### src/hw/rtl/bsg_pkg.sv
// Shared types and constants for the bond segment geometry block.
// No dependencies; every other file of the block but bsg_ram imports this package.
`timescale 1ns / 1ps
package bsg_pkg;

    localparam int ATOM_SLOTS_DEFAULT = 256;
    localparam int COORD_W            = 32;
    localparam int INDEX_W            = 8;
    localparam int LEN_W              = 33;
    localparam int MAG_W              = 33;
    localparam int SQ_W               = 66;
    localparam int QUOT_W             = 31;
    localparam int ROOT_STEPS         = 33;
    localparam int QUEUE_DEPTH        = 2;
    localparam int ATOM_W             = 3 * COORD_W;

    localparam logic OP_STORE = 1'b0;
    localparam logic OP_BOND  = 1'b1;

    typedef struct packed {
        logic                      operation;
        logic [INDEX_W-1:0]        atom_index;
        logic signed [COORD_W-1:0] coord_x;
        logic signed [COORD_W-1:0] coord_y;
        logic signed [COORD_W-1:0] coord_z;
        logic [INDEX_W-1:0]        first_atom;
        logic [INDEX_W-1:0]        second_atom;
    } bsg_item_t;

    typedef struct packed {
        logic signed [COORD_W-1:0] start_x;
        logic signed [COORD_W-1:0] start_y;
        logic signed [COORD_W-1:0] end_x;
        logic signed [COORD_W-1:0] end_y;
        logic signed [COORD_W-1:0] mid_depth;
        logic [LEN_W-1:0]          seg_length;
        logic signed [COORD_W-1:0] unit_dx;
        logic signed [COORD_W-1:0] unit_dy;
        logic                      degenerate;
    } bsg_result_t;

    // Word handed from the front end to the back end through the queue
    typedef struct packed {
        logic signed [COORD_W-1:0] x1;
        logic signed [COORD_W-1:0] y1;
        logic signed [COORD_W-1:0] x2;
        logic signed [COORD_W-1:0] y2;
        logic signed [COORD_W-1:0] mid;
    } bsg_seg_t;

    localparam int SEG_W = $bits(bsg_seg_t);

    // Queue handshake between front and back
    typedef struct packed {
        logic push;
        logic pop;
    } bsg_qctl_t;

    typedef struct packed {
        logic full;
        logic empty;
    } bsg_qsts_t;

endpackage

### src/hw/rtl/bsg_fifo.sv
// Small register queue between the front and back ends.
// Depends on bsg_pkg for the handshake structs.
`timescale 1ns / 1ps
module bsg_fifo #(
    parameter int WIDTH = 160,
    parameter int DEPTH = 2
) (
    input  logic               clk,
    input  logic               rst_n,
    input  bsg_pkg::bsg_qctl_t ctl,
    input  logic [WIDTH-1:0]   wdata,
    output logic [WIDTH-1:0]   rdata,
    output bsg_pkg::bsg_qsts_t sts
);
    import bsg_pkg::*;

    localparam int PTR_W = (DEPTH > 1) ? $clog2(DEPTH) : 1;
    localparam int CNT_W = $clog2(DEPTH + 1);

    logic [WIDTH-1:0] slot_reg [DEPTH];
    logic [PTR_W-1:0] wptr_reg, wptr_next, rptr_reg, rptr_next;
    logic [CNT_W-1:0] count_reg, count_next;
    logic             do_push, do_pop;

    assign sts.full  = (count_reg == CNT_W'(DEPTH));
    assign sts.empty = (count_reg == '0);
    assign do_push   = ctl.push && !sts.full;
    assign do_pop    = ctl.pop && !sts.empty;
    assign rdata     = slot_reg[rptr_reg];

    // Advance pointers and count
    always_comb
    begin
        wptr_next  = wptr_reg;
        rptr_next  = rptr_reg;
        count_next = count_reg;
        if (do_push)
        begin
            wptr_next = (wptr_reg == PTR_W'(DEPTH - 1)) ? '0 : wptr_reg + 1'b1;
        end
        if (do_pop)
        begin
            rptr_next = (rptr_reg == PTR_W'(DEPTH - 1)) ? '0 : rptr_reg + 1'b1;
        end
        if (do_push && !do_pop)
        begin
            count_next = count_reg + 1'b1;
        end
        else if (do_pop && !do_push)
        begin
            count_next = count_reg - 1'b1;
        end
    end

    always_ff @(posedge clk or negedge rst_n)
    begin
        if (!rst_n)
        begin
            wptr_reg  <= '0;
            rptr_reg  <= '0;
            count_reg <= '0;
        end
        else
        begin
            wptr_reg  <= wptr_next;
            rptr_reg  <= rptr_next;
            count_reg <= count_next;
        end
    end

    // Hold queued words
    always_ff @(posedge clk)
    begin
        if (do_push)
        begin
            slot_reg[wptr_reg] <= wdata;
        end
    end

    assert property (@(posedge clk) disable iff (!rst_n)
        count_reg <= CNT_W'(DEPTH))
        else $error("queue count beyond depth");
    assert property (@(posedge clk) disable iff (!rst_n)
        do_push && !do_pop |=> count_reg == $past(count_reg) + 1'b1)
        else $error("queue count missed a push");
    assert property (@(posedge clk) disable iff (!rst_n)
        sts.empty |-> wptr_reg == rptr_reg)
        else $error("empty queue with pointers apart");
endmodule

### config.mk
export PLATFORM = sky130hd
export DESIGN_NAME = bsg_fifo
export DESIGN_NICKNAME = d
export VERILOG_FILES = /design/src/hw/rtl/bsg_pkg.sv /design/src/hw/rtl/bsg_fifo.sv
export SDC_FILE = /design/constraint.sdc
export NUM_CORES = 1
export LEC_CHECK = 0
export ABC_AREA = 1
export BUFFER_PORTS_ARGS = -buffer_cell sky130_fd_sc_hd__buf_4
export CAP_MARGIN = 40
export CORE_ASPECT_RATIO = 0.7
export CORE_MARGIN = 5
export CORE_UTILIZATION = 30
export CTS_CLUSTER_DIAMETER = 60
export DETAILED_ROUTE_END_ITERATION = 10
export MAX_ROUTING_LAYER = met4
export SLEW_MARGIN = 20
export SYNTH_ARGS = -nofsm -noshare
export SYNTH_HDL_FRONTEND = slang
export SYNTH_SLANG_ARGS = --single-unit
### constraint.sdc
create_clock -name clk -period 11.5 [get_ports clk]
set_input_delay 1.15 -clock clk [delete_from_list [all_inputs] [get_ports clk]]
set_output_delay 1.15 -clock clk [all_outputs]
set_load 0.01 [all_outputs]
# --- Word level (Yosys, flattened, before mapping) ---
# Memory sizes are Yosys's and may differ from the RTL's.
# Index checks and enable logic that the tools add are counted.
classes:
  n_addsub: 4
  n_mul: 0
  div: 0
  order_cmp: 0
  n_eq_ne: 1
  shifts: 0
  n_mux: 6
  n_bitwise: 0
  reduce_logical: 10
ops:
  columns: ["operator", "count"]
  rows:
  - ["$logic_and A1 B1 Y1", 4]
  - ["$logic_not A1 Y1", 4]
  - ["$mux W1", 4]
  - ["$mux W2", 2]
  - ["$add A1 B1 Y1 const B", 2]
  - ["$add A2 B1 Y2 const B", 1]
  - ["$eq A2 B2 Y1 const B", 1]
  - ["$logic_not A2 Y1", 1]
  - ["$reduce_bool A2 Y1", 1]
  - ["$sub A2 B1 Y2 const B", 1]
word_totals:
  reg_bits: 4
  latch_bits: 0
  ram_bits: 320
  mem_bits_ro: 0
  out_inout_bits: 162
  wordCells: 25
  mem_count: 1
mem_list:
  columns: ["name", "words", "width", "rd", "rd_clocked_by_memory_dff", "write_ports", "line", "source"]
  rows:
  - ["slot_reg", 2, 160, 1, 0, 1, "bsg_fifo.sv:20", "logic [WIDTH-1:0] slot_reg [DEPTH];"]

# --- Logic depth before layout (Yosys ltp) ---
depth:
  depth_word: 7
  ltp_mapped: 9

# --- Worst setup path after synthesis ---
# No wires, ideal clock.
synth_path:
  path_kind: "input to register"
  from: "input port ctl[1] in the netlist's numbering"
  to: "memory slot_reg[1][0] (enable)"
  setup_ps: 682
  t_arrival_ps: 7895
  required_ps: 10818
  slack_ps: 2923
  path_stages: 2
  path_cell_list: "o21ai_0 > nor2_1"
synth_via:
  elab_chain_cells: 3
synth_rtl:
  columns: ["element", "line", "source"]
  rows:
  - ["start, declared", "bsg_fifo.sv:10", "input bsg_pkg::bsg_qctl_t ctl,"]
  - ["$logic_and A1 B1 Y1", "bsg_fifo.sv:27", "assign do_push = ctl.push && !sts.full;"]
  - ["$mux W1", "bsg_fifo.sv:74", "if (do_push)"]
  - ["$mux W1 (not written as such)", "bsg_fifo.sv:76", "slot_reg[wptr_reg] <= wdata;"]
  - ["end, declared", "bsg_fifo.sv:20", null]
# Every way passes these cells.

# --- Final worst setup path ---
layout_path:
  from: "register rptr_reg"
  to: "output port rdata[148]"
layout_via:
  elab_chain_cells: 1
layout_rtl:
  columns: ["element", "line", "source"]
  rows:
  - ["start, declared", "bsg_fifo.sv:21", "logic [PTR_W-1:0] wptr_reg, wptr_next, rptr_reg, rptr_next;"]
  - ["start signal, assigned", "bsg_fifo.sv:66", "rptr_reg <= rptr_next;"]
  - ["$mem_v2 Z2 W160", null, null]
  - ["end, declared", "bsg_fifo.sv:12", "output logic [WIDTH-1:0] rdata,"]
# Every way passes these cells.

==> run_results.csv <==
group,metric,value,unit
run_status,status,"completed",
logic_synthesis,synth_edf_count,320,
setup_path,criticalPathCategory,"reg -> out",
logic_synthesis,synth_ff_type,"edfxtp_1",
sta,finalHoldViolations,0,
route,first_iter_violations,385,
sta,rsz0062_at_grt,"false",
logic_synthesis,synth_simple_gate_area_share,15.7,%
setup_path,cp.arrival,2.35,ns
die,core,39500,um2
route,dr.pass1.iters,4,
sta,setup_viol,0,
die,die_w,248,um
clock_network,clk_latency,0.51,ns
route,wirelength,28.6,mm
logic_synthesis,synthDistinctLibCells,15,
logic_synthesis,syn_avg_cell_area,13.7,um2
setup_path,cp-end-kind,"output pin",
clock_network,postCtsHoldBufs,0,
logic_synthesis,synth_nets,1032,
sta,slew-limit-headroom,46.7,%
power,ir_drop,0.134,mV
worst_hold_path,hold_class,"in -> async",
route,drc,0,
die,start_util,30.1,%
logic_synthesis,netlist_area,11900,um2
sta,fmax,286,MHz
setup_path,crit_slowest_cell,"dfrtp_4",
die,die-area,43800,um2
placed_design,io_buffers,325,
sta,max_slew.worst_pin.slew,0.799,ns
clock_network,cts.repair.resized,0,
logic_synthesis,synth_most_common_cell,"nand2_1",
placed_design,dpl_cell_area,15000,um2
logic_synthesis,synth_commonest_cells,"nand2_1 (489), edfxtp_1 (320), buf_2 (23)",
sta,min_period,3.50,ns
setup_path,crit_start,"rptr_reg$_DFFE_PN0P_",
setup_path,crit_path_max_fanout,61,
logic_synthesis,synthCells,867,
setup_path,worstReg2RegStart,"count_reg[1]$_DFFE_PN0P_",
logic_synthesis,synth_compound_area_share,0.0842,%
logic_synthesis,synth_fa_ha_area_share,0.105,%
power,leakagePower,6.74,nW
sta,slew_violations,0,
clock_network,clkSlewWorstSetupHoldPaths,0.06,ns
logic_synthesis,synthTopCellsByArea,"edfxtp_1 (81%), nand2_1 (15%), buf_2 (0.97%)",
die,die_y,177,um
logic_synthesis,synthDominantAreaCellType,"edfxtp_1",
sta,setup-tns-final,0,ns
clock_network,htree_levels,2,
setup_path,max_stage_delay,0.58,ns
setup_path,cp_cell_sequence,"inv_4, buf_4, buf_16, nand2_1, nand2_1, buf_4",
setup_path,critPathRequiredTime,10.35,ns
final_layout,nets,1373,
clock_network,cts.path.max_buffers,3,
logic_synthesis,yosys_warnings,0,
logic_synthesis,synth_top_family_by_area,"simple AND/OR/NAND/NOR gates",
route,vias,7424,
placed_design,place_hpwl,19.1,mm
sta,clock_skew,0.0229,ns
global_routing,overflow,0,
power,p_per_area,259,nW/um2
clock_network,clock_sinks,324,
route,antenna_left,0,
clock_network,post_cts_buffers,0,
route,vias_per_cell,4.20,
final_layout,drive_above_1_share,31.7,%
global_routing,grtUsageTotal,13.0,%
clock_network,cts_made_buffers,35,
final_layout,largest_register_ffs,320,
die,row_count,61,
sta,finalCritPeriodShare,30.4,%
final_layout,area_growth,35.4,%
final_layout,n_antenna_cell,0,
global_routing,grt_max_degree,70,
global_routing,grt_pass1_vias,7491,
setup_path,start_kind,"flip-flop",
setup_path,r2r_cells,8,
die,pin_count,326,
global_routing,antenna_found_initial,0,
placed_design,place.gp.congestion,0.758,
logic_synthesis,async_flop_share,1.23,%
logic_synthesis,synth_mux_area_share,0,%
logic_synthesis,seq_area_frac_synth,81.7,%
route,wl_per_cell,16.2,um
clock_network,ctsRootBufferMaster,"clkbuf_16",
global_routing,grt_pass1_wl,43.2,mm
final_layout,final_cell_area,16100,um2
logic_synthesis,yosys.area.top_type_share,80.9,%
logic_synthesis,synth-seq-cells,324,
logic_synthesis,synth_xor_area_share,0.0737,%
clock_network,cts_tree,"done",
flow_run,drv_cap,0,
## metal layers
metal / global-route usage, % / share of wire (%)
met1: 16.8 / 43
met4: 3.51 / 2.1
met3: 3.21 / 6.2
met2: 20.9 / 49
met5: - / 0
## cell type report
cell class / count / area (um2)
Clock buffer: 41 / 898
Tap cell: 535 / 669
Fill cell: 3685 / 23400
Multi-Input combinational cell: 500 / 1910
Sequential cell: 324 / 9710
Timing Repair Buffer: 339 / 2710
Inverter: 8 / 37.5
Clock inverter: 20 / 155
## power breakdown
| group | total, W | switching, W | internal [W] | leakage, nW |
|---|---|---|---|---|
| Combinational | 0.00145 | 0.000867 | 0.000588 | 3.20 |
| Clock | 0.00104 | 0.000437 | 0.000604 | 0.518 |
| Sequential | 0.00168 | 0.0000675 | 0.00161 | 3.02 |
| Total | 0.00417 | 0.00137 | 0.00280 | 6.74 |
## cells in the final DEF (no fill, tap or decap), types with 3 or more instances in the layout
| cell type | netlist | routed |
|---|---|---|
| nor2_1 | 4 | 3 |
| buf_16 | 0 | 8 |
| dfrtp_1 | 4 | 3 |
| clkinv_2 | 0 | 7 |
| clkinv_1 | 0 | 7 |
| clkbuf_1 | 0 | 6 |
| clkbuf_16 | 0 | 35 |
| nand2_1 | 489 | 489 |
| edfxtp_1 | 320 | 320 |
| buf_4 | 2 | 331 |
| inv_1 | 7 | 6 |
## logic make-up (layout without fill, tap and decap cells)
kind of cell             after synthesis  count (layout)
adder cells (fa/ha/maj)                1               1
AND/OR/NAND/NOR                      496             496
XOR/XNOR                               1               1
AO/OA/AOI/OAI                          2               2
buffers and inverters                 43             408
flip-flops                           324             324
## path summary, 6_finish.rpt
check | end | slack, ns
max | rdata[148] | 8.00
min | count_reg[0]$_DFFE_PN0P_ | 0.44
max in group asynchronous | rptr_reg$_DFFE_PN0P_ | 10.94
min in group clk | wptr_reg$_DFFE_PN0P_ | 0.49
min reg2reg | wptr_reg$_DFFE_PN0P_ | 0.49
max reg2reg | slot_reg[0][17]$_DFFE_PP_ | 8.82
## worst max-delay path: cells and delay by family (launching register included)
| kind | cells | cell delay [ns] |
|---|---|---|
| buffers and inverters | 4 | 1.00 |
| flip-flops | 1 | 0.58 |
| AND/OR/NAND/NOR | 2 | 0.18 |
## stage by stage
| step | cells | power, W | setup slack (ns) | hold WS, ns | utilization (%) |
|---|---|---|---|---|---|
| 4_1_cts | 1767 | 0.00425 | 7.93 | 0.395 | 40.8 |
| 5_1_grt | 1767 | 0.00443 | 7.79 | 0.394 | 40.8 |
| 3_3_place_gp | 1698 | 0.00312 | 7.77 | 0.467 | 37.5 |
| 2_1_floorplan | 867 | 0.00247 | 2.92 | 0.449 | - |
| 6_report | 1767 | 0.00417 | 8.00 | 0.440 | 40.8 |
| 3_5_place_dp | 1706 | 0.00319 | 8.09 | 0.467 | 38.1 |
No activity file was read; power rests on OpenSTA's default activity.
