--- src/hw/rtl/bsg_pkg.sv ---
// Shared types and constants for the bond segment geometry block.
// No dependencies; every other file of the block but bsg_ram imports this package.
`timescale 1ns / 1ps
package bsg_pkg;

    localparam int ATOM_SLOTS_DEFAULT = 256;
    localparam int COORD_W            = 32;
    localparam int INDEX_W            = 8;
    localparam int LEN_W              = 33;
    localparam int MAG_W              = 33;
    localparam int SQ_W               = 66;
    localparam int QUOT_W             = 31;
    localparam int ROOT_STEPS         = 33;
    localparam int QUEUE_DEPTH        = 2;
    localparam int ATOM_W             = 3 * COORD_W;

    localparam logic OP_STORE = 1'b0;
    localparam logic OP_BOND  = 1'b1;

    typedef struct packed {
        logic                      operation;
        logic [INDEX_W-1:0]        atom_index;
        logic signed [COORD_W-1:0] coord_x;
        logic signed [COORD_W-1:0] coord_y;
        logic signed [COORD_W-1:0] coord_z;
        logic [INDEX_W-1:0]        first_atom;
        logic [INDEX_W-1:0]        second_atom;
    } bsg_item_t;

    typedef struct packed {
        logic signed [COORD_W-1:0] start_x;
        logic signed [COORD_W-1:0] start_y;
        logic signed [COORD_W-1:0] end_x;
        logic signed [COORD_W-1:0] end_y;
        logic signed [COORD_W-1:0] mid_depth;
        logic [LEN_W-1:0]          seg_length;
        logic signed [COORD_W-1:0] unit_dx;
        logic signed [COORD_W-1:0] unit_dy;
        logic                      degenerate;
    } bsg_result_t;

    // Word handed from the front end to the back end through the queue
    typedef struct packed {
        logic signed [COORD_W-1:0] x1;
        logic signed [COORD_W-1:0] y1;
        logic signed [COORD_W-1:0] x2;
        logic signed [COORD_W-1:0] y2;
        logic signed [COORD_W-1:0] mid;
    } bsg_seg_t;

    localparam int SEG_W = $bits(bsg_seg_t);

    // Queue handshake between front and back
    typedef struct packed {
        logic push;
        logic pop;
    } bsg_qctl_t;

    typedef struct packed {
        logic full;
        logic empty;
    } bsg_qsts_t;

endpackage

--- src/hw/rtl/bsg_back.sv ---
// Back end: squares, integer square root and two restoring dividers,
// then a result register. Depends on bsg_pkg.
`timescale 1ns / 1ps
module bsg_back (
    input  logic                 clk,
    input  logic                 rst_n,
    input  bsg_pkg::bsg_qsts_t   q_sts,
    input  bsg_pkg::bsg_seg_t    q_word,
    output logic                 q_pop,
    output logic                 empty,
    input  logic                 pop,
    output bsg_pkg::bsg_result_t result
);
    import bsg_pkg::*;

    typedef enum logic [4:0] {
        B_IDLE = 5'b00001,
        B_SQ   = 5'b00010,
        B_ROOT = 5'b00100,
        B_DIV  = 5'b01000,
        B_DONE = 5'b10000
    } bstate_t;

    bstate_t            state_reg, state_next;
    bsg_seg_t           seg_reg;
    logic [5:0]         cnt_reg;
    logic [MAG_W-1:0]   ax_reg, ay_reg;
    logic               sx_reg, sy_reg;
    logic [49:0]        prod_reg;
    logic               prod_hi_reg;
    logic [SQ_W-1:0]    acc_reg;
    logic [35:0]        rem_reg;
    logic [LEN_W-1:0]   root_reg;
    logic [33:0]        remx_reg, remy_reg;
    logic [QUOT_W-1:0]  lowx_reg, lowy_reg, qx_reg, qy_reg;
    logic               deg_reg;
    bsg_result_t        out_reg;
    logic               out_valid_reg;

    logic signed [COORD_W:0] dx, dy;
    logic [MAG_W-1:0]   mul_a;
    logic [16:0]        mul_b;
    logic [SQ_W-1:0]    prod_ext;
    logic [35:0]        rem_sh, trial;
    logic [33:0]        rx_sh, ry_sh;
    logic               take_out;

    assign dx = $signed({q_word.x2[COORD_W-1], q_word.x2})
              - $signed({q_word.x1[COORD_W-1], q_word.x1});
    assign dy = $signed({q_word.y2[COORD_W-1], q_word.y2})
              - $signed({q_word.y1[COORD_W-1], q_word.y1});

    assign q_pop    = (state_reg == B_IDLE) && !q_sts.empty;
    assign take_out = (state_reg == B_DONE) && (!out_valid_reg || pop);
    assign empty    = !out_valid_reg;
    assign result   = out_reg;

    // Square operands: low 17 bits then high 16 bits of each magnitude
    assign mul_a    = cnt_reg[1] ? ay_reg : ax_reg;
    assign mul_b    = cnt_reg[0] ? {1'b0, mul_a[32:17]} : mul_a[16:0];
    assign prod_ext = prod_hi_reg ? {prod_reg[48:0], 17'b0} : {16'b0, prod_reg};

    // Root step: bring down two bits, try subtracting 4*root+1
    assign rem_sh = {rem_reg[33:0], acc_reg[SQ_W-1:SQ_W-2]};
    assign trial  = {1'b0, root_reg, 2'b01};

    // Divider step: bring down one numerator bit
    assign rx_sh = {remx_reg[32:0], lowx_reg[QUOT_W-1]};
    assign ry_sh = {remy_reg[32:0], lowy_reg[QUOT_W-1]};

    always_comb
    begin
        state_next = state_reg;
        case (state_reg)
            B_IDLE:
            begin
                if (!q_sts.empty)
                begin
                    state_next = B_SQ;
                end
            end
            B_SQ:
            begin
                if (cnt_reg == 6'd4)
                begin
                    state_next = B_ROOT;
                end
            end
            B_ROOT:
            begin
                if (cnt_reg == 6'(ROOT_STEPS - 1))
                begin
                    state_next = B_DIV;
                end
            end
            B_DIV:
            begin
                if (root_reg == '0 || cnt_reg == 6'(QUOT_W))
                begin
                    state_next = B_DONE;
                end
            end
            B_DONE:
            begin
                if (take_out)
                begin
                    state_next = B_IDLE;
                end
            end
            default:
            begin
                state_next = B_IDLE;
            end
        endcase
    end

    always_ff @(posedge clk or negedge rst_n)
    begin
        if (!rst_n)
        begin
            state_reg     <= B_IDLE;
            out_valid_reg <= 1'b0;
        end
        else
        begin
            state_reg <= state_next;
            if (take_out)
            begin
                out_valid_reg <= 1'b1;
            end
            else if (pop)
            begin
                out_valid_reg <= 1'b0;
            end
        end
    end

    // Datapath registers
    always_ff @(posedge clk)
    begin
        case (state_reg)
            B_IDLE:
            begin
                seg_reg     <= q_word;
                sx_reg      <= dx[COORD_W];
                sy_reg      <= dy[COORD_W];
                ax_reg      <= dx[COORD_W] ? MAG_W'(-dx) : MAG_W'(dx);
                ay_reg      <= dy[COORD_W] ? MAG_W'(-dy) : MAG_W'(dy);
                acc_reg     <= '0;
                cnt_reg     <= '0;
                prod_hi_reg <= 1'b0;
                prod_reg    <= '0;
            end
            B_SQ:
            begin
                prod_reg    <= mul_a * mul_b;
                prod_hi_reg <= cnt_reg[0];
                acc_reg     <= acc_reg + prod_ext;
                if (cnt_reg == 6'd4)
                begin
                    cnt_reg  <= '0;
                    rem_reg  <= '0;
                    root_reg <= '0;
                end
                else
                begin
                    cnt_reg <= cnt_reg + 1'b1;
                end
            end
            B_ROOT:
            begin
                acc_reg <= {acc_reg[SQ_W-3:0], 2'b00};
                if (rem_sh >= trial)
                begin
                    rem_reg  <= rem_sh - trial;
                    root_reg <= {root_reg[LEN_W-2:0], 1'b1};
                end
                else
                begin
                    rem_reg  <= rem_sh;
                    root_reg <= {root_reg[LEN_W-2:0], 1'b0};
                end
                if (cnt_reg == 6'(ROOT_STEPS - 1))
                begin
                    cnt_reg  <= '0;
                    remx_reg <= {2'b0, ax_reg[32:1]};
                    remy_reg <= {2'b0, ay_reg[32:1]};
                    lowx_reg <= {ax_reg[0], 30'b0};
                    lowy_reg <= {ay_reg[0], 30'b0};
                    qx_reg   <= '0;
                    qy_reg   <= '0;
                end
                else
                begin
                    cnt_reg <= cnt_reg + 1'b1;
                end
            end
            B_DIV:
            begin
                deg_reg  <= (root_reg == '0);
                cnt_reg  <= cnt_reg + 1'b1;
                lowx_reg <= {lowx_reg[QUOT_W-2:0], 1'b0};
                lowy_reg <= {lowy_reg[QUOT_W-2:0], 1'b0};
                if (cnt_reg != 6'(QUOT_W))
                begin
                    if (rx_sh >= {1'b0, root_reg})
                    begin
                        remx_reg <= rx_sh - {1'b0, root_reg};
                        qx_reg   <= {qx_reg[QUOT_W-2:0], 1'b1};
                    end
                    else
                    begin
                        remx_reg <= rx_sh;
                        qx_reg   <= {qx_reg[QUOT_W-2:0], 1'b0};
                    end
                    if (ry_sh >= {1'b0, root_reg})
                    begin
                        remy_reg <= ry_sh - {1'b0, root_reg};
                        qy_reg   <= {qy_reg[QUOT_W-2:0], 1'b1};
                    end
                    else
                    begin
                        remy_reg <= ry_sh;
                        qy_reg   <= {qy_reg[QUOT_W-2:0], 1'b0};
                    end
                end
            end
            default:
            begin
                cnt_reg <= cnt_reg;
            end
        endcase
    end

    // Load the result register
    always_ff @(posedge clk)
    begin
        if (take_out)
        begin
            out_reg.start_x    <= seg_reg.x1;
            out_reg.start_y    <= seg_reg.y1;
            out_reg.end_x      <= seg_reg.x2;
            out_reg.end_y      <= seg_reg.y2;
            out_reg.mid_depth  <= seg_reg.mid;
            out_reg.seg_length <= root_reg;
            out_reg.degenerate <= deg_reg;
            if (deg_reg)
            begin
                out_reg.unit_dx <= '0;
                out_reg.unit_dy <= '0;
            end
            else
            begin
                out_reg.unit_dx <= sx_reg ? -{1'b0, qx_reg} : {1'b0, qx_reg};
                out_reg.unit_dy <= sy_reg ? -{1'b0, qy_reg} : {1'b0, qy_reg};
            end
        end
    end

    assert property (@(posedge clk) disable iff (!rst_n)
        !empty && !pop |=> !empty && $stable(result))
        else $error("waiting result changed");
    assert property (@(posedge clk) disable iff (!rst_n)
        !empty && result.degenerate |->
            result.unit_dx == '0 && result.unit_dy == '0 && result.seg_length == '0)
        else $error("degenerate result with nonzero fields");
    assert property (@(posedge clk) disable iff (!rst_n)
        q_pop |=> state_reg == B_SQ)
        else $error("back end took a word without starting");
endmodule

--- config.mk ---
export PLATFORM = sky130hd
export DESIGN_NAME = bsg_back
export DESIGN_NICKNAME = d
export VERILOG_FILES = /design/src/hw/rtl/bsg_pkg.sv /design/src/hw/rtl/bsg_back.sv
export SDC_FILE = /design/constraint.sdc
export NUM_CORES = 2
export LEC_CHECK = 0
export ABC_AREA = 1
export BUFFER_PORTS_ARGS = -buffer_cell sky130_fd_sc_hd__buf_2
export CORE_ASPECT_RATIO = 0.75
export CORE_UTILIZATION = 45
export CTS_BUF_LIST = sky130_fd_sc_hd__clkbuf_16
export DETAILED_ROUTE_END_ITERATION = 10
export HOLD_SLACK_MARGIN = 0.06
export PLACE_DENSITY = 0.69
export SLEW_MARGIN = 10
export SYNTH_ARGS = -nofsm -noshare
export SYNTH_HDL_FRONTEND = slang
export SYNTH_SLANG_ARGS = --single-unit
export TNS_END_PERCENT = 30
--- constraint.sdc ---
create_clock -name clk -period 11.6 [get_ports clk]
set_input_delay 1.74 -clock clk [delete_from_list [all_inputs] [get_ports clk]]
set_output_delay 1.74 -clock clk [all_outputs]
set_load 0.02 [all_outputs]
* After elaboration in Yosys (flattened, before gate mapping)
Cells that the tools add are included.
** Word-level totals
- Input port bits :: 165
- Output and inout bits :: 260
- Logic and storage cells :: 134
- Register bits after elaboration :: 873
** Cells by class
- Reductions and logical operators :: 19
- Mux-type cells :: 46
- Bitwise logic cells :: 2
- Magnitude comparators :: 3
- Multipliers :: 1
- $add $sub $neg :: 11
- Equal/unequal tests :: 15
** Operator list (number)
- 33-bit two-way mux :: 8
- 31-bit case mux with 2 select lines :: 4
- 31-bit two-way mux :: 7
- 33-bit case mux with 2 select lines :: 3
- 66-bit case mux with 3 select lines :: 1
- 50-bit case mux with 2 select lines :: 1
- 34-bit by 33-bit >= comparator with 1-bit output :: 2
- 34-bit two-way mux :: 2
- 34-bit case mux with 2 select lines :: 1
- 66-bit adder :: 1
- 66-bit two-way mux :: 1
- 33-bit negator :: 2
- 32-bit by 32-bit subtractor with 33-bit output :: 2
- 33-bit subtractor :: 2
- 32-bit two-way mux :: 2
- 31-bit negator with 32-bit output :: 2
- 33-bit by 17-bit multiplier with 50-bit output :: 1
- 36-bit by 35-bit >= comparator with 1-bit output :: 1
- 34-bit subtractor :: 1
- 33-bit logical NOT :: 1
- 5-bit two-way mux :: 5
- 5-bit case mux with 5 select lines :: 1
- 6-bit case mux with 4 select lines :: 1
- 17-bit two-way mux :: 1
- 25 further kinds :: 44

* Depth between registers and ports, before layout
- Word-level depth :: 5
- Gate-level depth with buffers :: 34
- Depth with buffers taken out :: 32

* Least setup slack after synthesis
No wires, ideal clock.
- Kind :: input-to-reg
- Start :: input port pop
- End :: register out_reg, in the netlist result[0] (enable)
- Cell stages on the path :: 2
- Slack :: -1.789 ns
- Data required time :: 10.719 ns
- Data arrival time :: 12.508 ns
- Path buffers :: 0
- Setup time :: 0.881 ns
- Cells stage by stage :: nor2_1 nor2_1
** Between the ends
- Cells in the longest elaborated chain, start to end :: 2
** RTL lines
- start, declared :: line bsg_back.sv:11 : input logic pop,
- 1-bit logical OR :: line bsg_back.sv:54 : assign take_out = (state_reg == B_DONE) && (!out_valid_reg || pop);
- 1-bit logical AND :: line bsg_back.sv:54
- named net take_out :: line bsg_back.sv:46 : logic take_out;
- end, declared :: line bsg_back.sv:37 : bsg_result_t out_reg;
The timed path passes the listed nets, and every way through them passes these cells.
A chain may end at the register's enable or synchronous reset.

* Worst setup path in the final report
- Start :: register cnt_reg[1]
- End :: register prod_reg[41] (data pin)
** Between the ends
- Cells in the longest elaborated chain, start to end :: 4
** RTL lines
- start, declared :: line bsg_back.sv:26 : logic [5:0] cnt_reg;
- start signal, assigned :: line bsg_back.sv:167 : cnt_reg <= cnt_reg + 1'b1;
- start signal, assigned :: line bsg_back.sv:195 : cnt_reg <= cnt_reg + 1'b1;
- start signal, assigned :: line bsg_back.sv:201 : cnt_reg <= cnt_reg + 1'b1;
- 33-bit two-way mux (*) :: line bsg_back.sv:59 : assign mul_a = cnt_reg[1] ? ay_reg : ax_reg;
- 17-bit two-way mux :: line bsg_back.sv:60 : assign mul_b = cnt_reg[0] ? {1'b0, mul_a[32:17]} : mul_a[16:0];
- 33-bit by 17-bit multiplier with 50-bit output (*) :: line bsg_back.sv:156 : prod_reg <= mul_a * mul_b;
- 50-bit case mux with 2 select lines (*) :: line bsg_back.sv:141 : case (state_reg)
- end signal, assigned :: line bsg_back.sv:156
- end, declared :: line bsg_back.sv:29 : logic [49:0] prod_reg;
Mark *: on every way between the ends. The rest lies on a longest branch, timed or not.

==> impl_metrics.csv <==
group,metric,value,unit
run_status,status,"finished clean",
min_path,min_from,"seg_reg[79]$_DFFE_PP_",
critical_path,rr_endpoint,"prod_reg[41]$_SDFFCE_PN0P_",
grt,grt_overflow,0,
detailed_routing,avgRoutedWirePerCell,20.0,um
clock_network,worst_skew_pair.late_latency,0.74,ns
cells_and_area,drive_gt1_share,8.60,%
critical_path,rr_worst_depth,28,
sta,hold_violations,0,
detailed_routing,drt_pass1_iterations,7,
grt,grt_pass1_wl,324000,um
grt,top_usage_layer,"met1",
sta,rsz0062_at_grt,"false",
floorplanning,core_area,146000,sq um
critical_path,crit_path_end_kind,"register",
clock_network,hold_buffers,0,
critical_path,cpPeakStageDelay,0.66,ns
clock_network,clock-sinks,813,
synth,syn_avg_cell_area,8.18,sq um
clock_network,cts_root_buffer,"clkbuf_16",
floorplanning,start_util,45.6,%
grt,grt_start_max_net_pins,164,
clock_network,cts_tree,"built",
sta,fin_worst_skew,0.0765,ns
synth,synthCells,8146,
cells_and_area,largest_reg_flops,258,
clock_network,cts_buffers,85,
sta,max_freq,0.108,GHz
cells_and_area,layout_common_cells,"nand2_1, inv_1, nor2_1",
cells_and_area,final_common_cell,"nand2_1",
floorplanning,dieArea,150000,sq um
detailed_routing,vias_per_cell,5.39,
min_path,hold_depth,0,
sta,tightest_slew,1.32,ns
floorplanning,rows,121,
place,post-dp-hpwl,165000,um
critical_path,critPathArrivalTime,9.69,ns
synth,async_flop_share,0.738,%
critical_path,r2r_start,"cnt_reg[1]$_DFFE_PN_",
cells_and_area,post_layout_nonfiller_instances,10600,
sta,setup_viol,0,
critical_path,crit_buf_inv,8,
place,io_buffers,423,
critical_path,worstPathRequired,12.04,ns
synth,ys_seq_area_share,36.6,%
detailed_routing,final_antenna_net_count,0,
grt,grt_pass1_vias,54900,
critical_path,cp_max_fo,60,
sta,finalCriticalPeriod,9.25,ns
grt,grt_usage,28.2,%
detailed_routing,drt-total-wl,211000,um
detailed_routing,route.detailed.drc,0,
grt,grt.met2_usage,39.2,%
synth,synth.distinct_cells,56,
cells_and_area,final_nets,9530,
synth,synth_seq_cells,813,
critical_path,cp-start-kind,"register",
place,dp.cells,10400,
clock_network,post_cts_resized,0,
critical_path,rrSetupSlack,2.35,ns
sta,timing.final.crit_share,79.8,%
sta,drv_slew,0,
critical_path,crit_family,"adder cells",
min_path,hold_end,"result[177]$_DFFE_PP_",
cells_and_area,syn_to_final_growth,10.9,%
sta,slew_headroom,11.9,%
synth,synth_edf_count,807,
critical_path,path_class,"register to register",
detailed_routing,drt_iter0_markers,6538,
min_path,hold_class,"register to register",
clock_network,postCtsSetupRepairBufs,0,
synth,ys.warnings.count,0,
sta,fin_tns_setup,0,ns
floorplanning,ios,425,
place,finalWeightedCongestion,0.986,
job,drv_cap,0,
clock_network,clockBufferDepth,3,
grt,grt_antenna_before_repair,9,
detailed_routing,vias,57100,
synth,syn_area,66600,sq um
critical_path,critical-path-slowest-cell,"nand2_1",
synth,ys.flop_type,"edfxtp_1",
floorplanning,die_h,335,um
grt,grt_use_met3,7.66,%
grt,met1_usage,42.9,%
floorplanning,fp.dieW,446,um
clock_network,clk_pin_slew,0.07,ns
clock_network,htreeDepth,3,
synth,synth_fp_nets,9140,
per-stage QoR:
stage | hold WS (ns) | worst slack (ns) | cell area [sq um] | util [%]
after floorplan | 0.400 | 2.57 | 66600 | -
after global placement | 0.400 | 2.71 | 70900 | 48.6
after detailed placement | 0.405 | 2.63 | 70900 | 48.6
after CTS | 0.389 | 2.63 | 73900 | 50.6
after global routing | 0.419 | 1.99 | 73900 | 50.6
final | 0.396 | 2.35 | 73900 | 50.6
synth_stat cells (7+ instances only):
| cell type | count | area share (%) |
|---|---|---|
| nor2_2 | 13 | 0.12 |
| nor2_1 | 994 | 5.6 |
| o21ai_1 | 57 | 0.43 |
| nand3b_1 | 50 | 0.56 |
| nand2_2 | 26 | 0.24 |
| xor2_1 | 74 | 0.97 |
| edfxtp_1 | 807 | 36 |
| o21ai_2 | 9 | 0.12 |
| a31oi_1 | 28 | 0.26 |
| xnor2_1 | 62 | 0.82 |
| clkinv_1 | 7 | 0.039 |
| o21bai_1 | 29 | 0.33 |
| o21a_1 | 37 | 0.42 |
| nor3_1 | 97 | 0.73 |
| clkbuf_1 | 107 | 0.60 |
| nor4_1 | 18 | 0.17 |
| inv_1 | 1497 | 8.4 |
| a21oi_2 | 7 | 0.092 |
| o211ai_1 | 16 | 0.18 |
| ha_1 | 360 | 6.8 |
| a21boi_0 | 16 | 0.18 |
| o21ai_0 | 382 | 2.9 |
| and2_1 | 8 | 0.075 |
| nand2_1 | 1978 | 11 |
| nand3_2 | 9 | 0.14 |
| a21oi_1 | 470 | 3.5 |
| nand4_1 | 64 | 0.60 |
| fa_1 | 469 | 14 |
| a21o_1 | 36 | 0.41 |
| inv_2 | 19 | 0.11 |
| buf_2 | 50 | 0.38 |
| buf_4 | 11 | 0.12 |
| nand3_1 | 269 | 2.0 |
cell type report:
cell class                      instances  area (sq um)
Tap cell                             1968          2460
Clock buffer                           85          2130
Sequential cell                       813         24400
Fill cell                           13900         72100
Multi-Input combinational cell       5630         35800
Inverter                             1523          5730
Antenna cell                            4          10.0
Timing Repair Buffer                  483          2580
Clock inverter                         69           793
kinds of logic after synthesis:
group / Yosys count / synth area share [%]
simple gates: 3551 / 21.8
fa+ha+maj: 829 / 20.9
compound gates: 1114 / 9.17
flops: 813 / 36.6
xor+xnor: 136 / 1.79
buf+inv: 1703 / 9.83
worst max-delay path by stage:
stage	start	to	slack, ns	depth (start not counted)
finish	cnt_reg[1]$_DFFE_PN_	prod_reg[41]$_SDFFCE_PN0P_	2.35	28
global route	cnt_reg[1]$_DFFE_PN_	prod_reg[41]$_SDFFCE_PN0P_	1.99	30
CTS	cnt_reg[1]$_DFFE_PN_	prod_reg[34]$_SDFFCE_PN0P_	2.63	28
detailed placement	cnt_reg[1]$_DFFE_PN_	prod_reg[34]$_SDFFCE_PN0P_	2.63	28
global placement	cnt_reg[1]$_DFFE_PN_	prod_reg[34]$_SDFFCE_PN0P_	2.71	28
floorplan	pop	result[0]$_DFFE_PP_	2.57	2
routing by layer:
layer / share of wire (%) / vias to the layer above
met1: 46 / 27200
met2: 40 / 2785
met5: 0.0052 / -
li1: - / 26800
met3: 12 / 345
met4: 2.5 / 2
worst register-to-register path: cells and delay by family (launching register included):
family	cells	cell delay (ns)
fa+ha+maj	7	3.34
compound gates	9	2.19
buf+inv	8	2.02
simple gates	4	1.11
flops	1	0.35
Power is left out: the tool's default activity adds up to more than one toggle a clock period on the data nets, which glitch-free logic cannot reach.
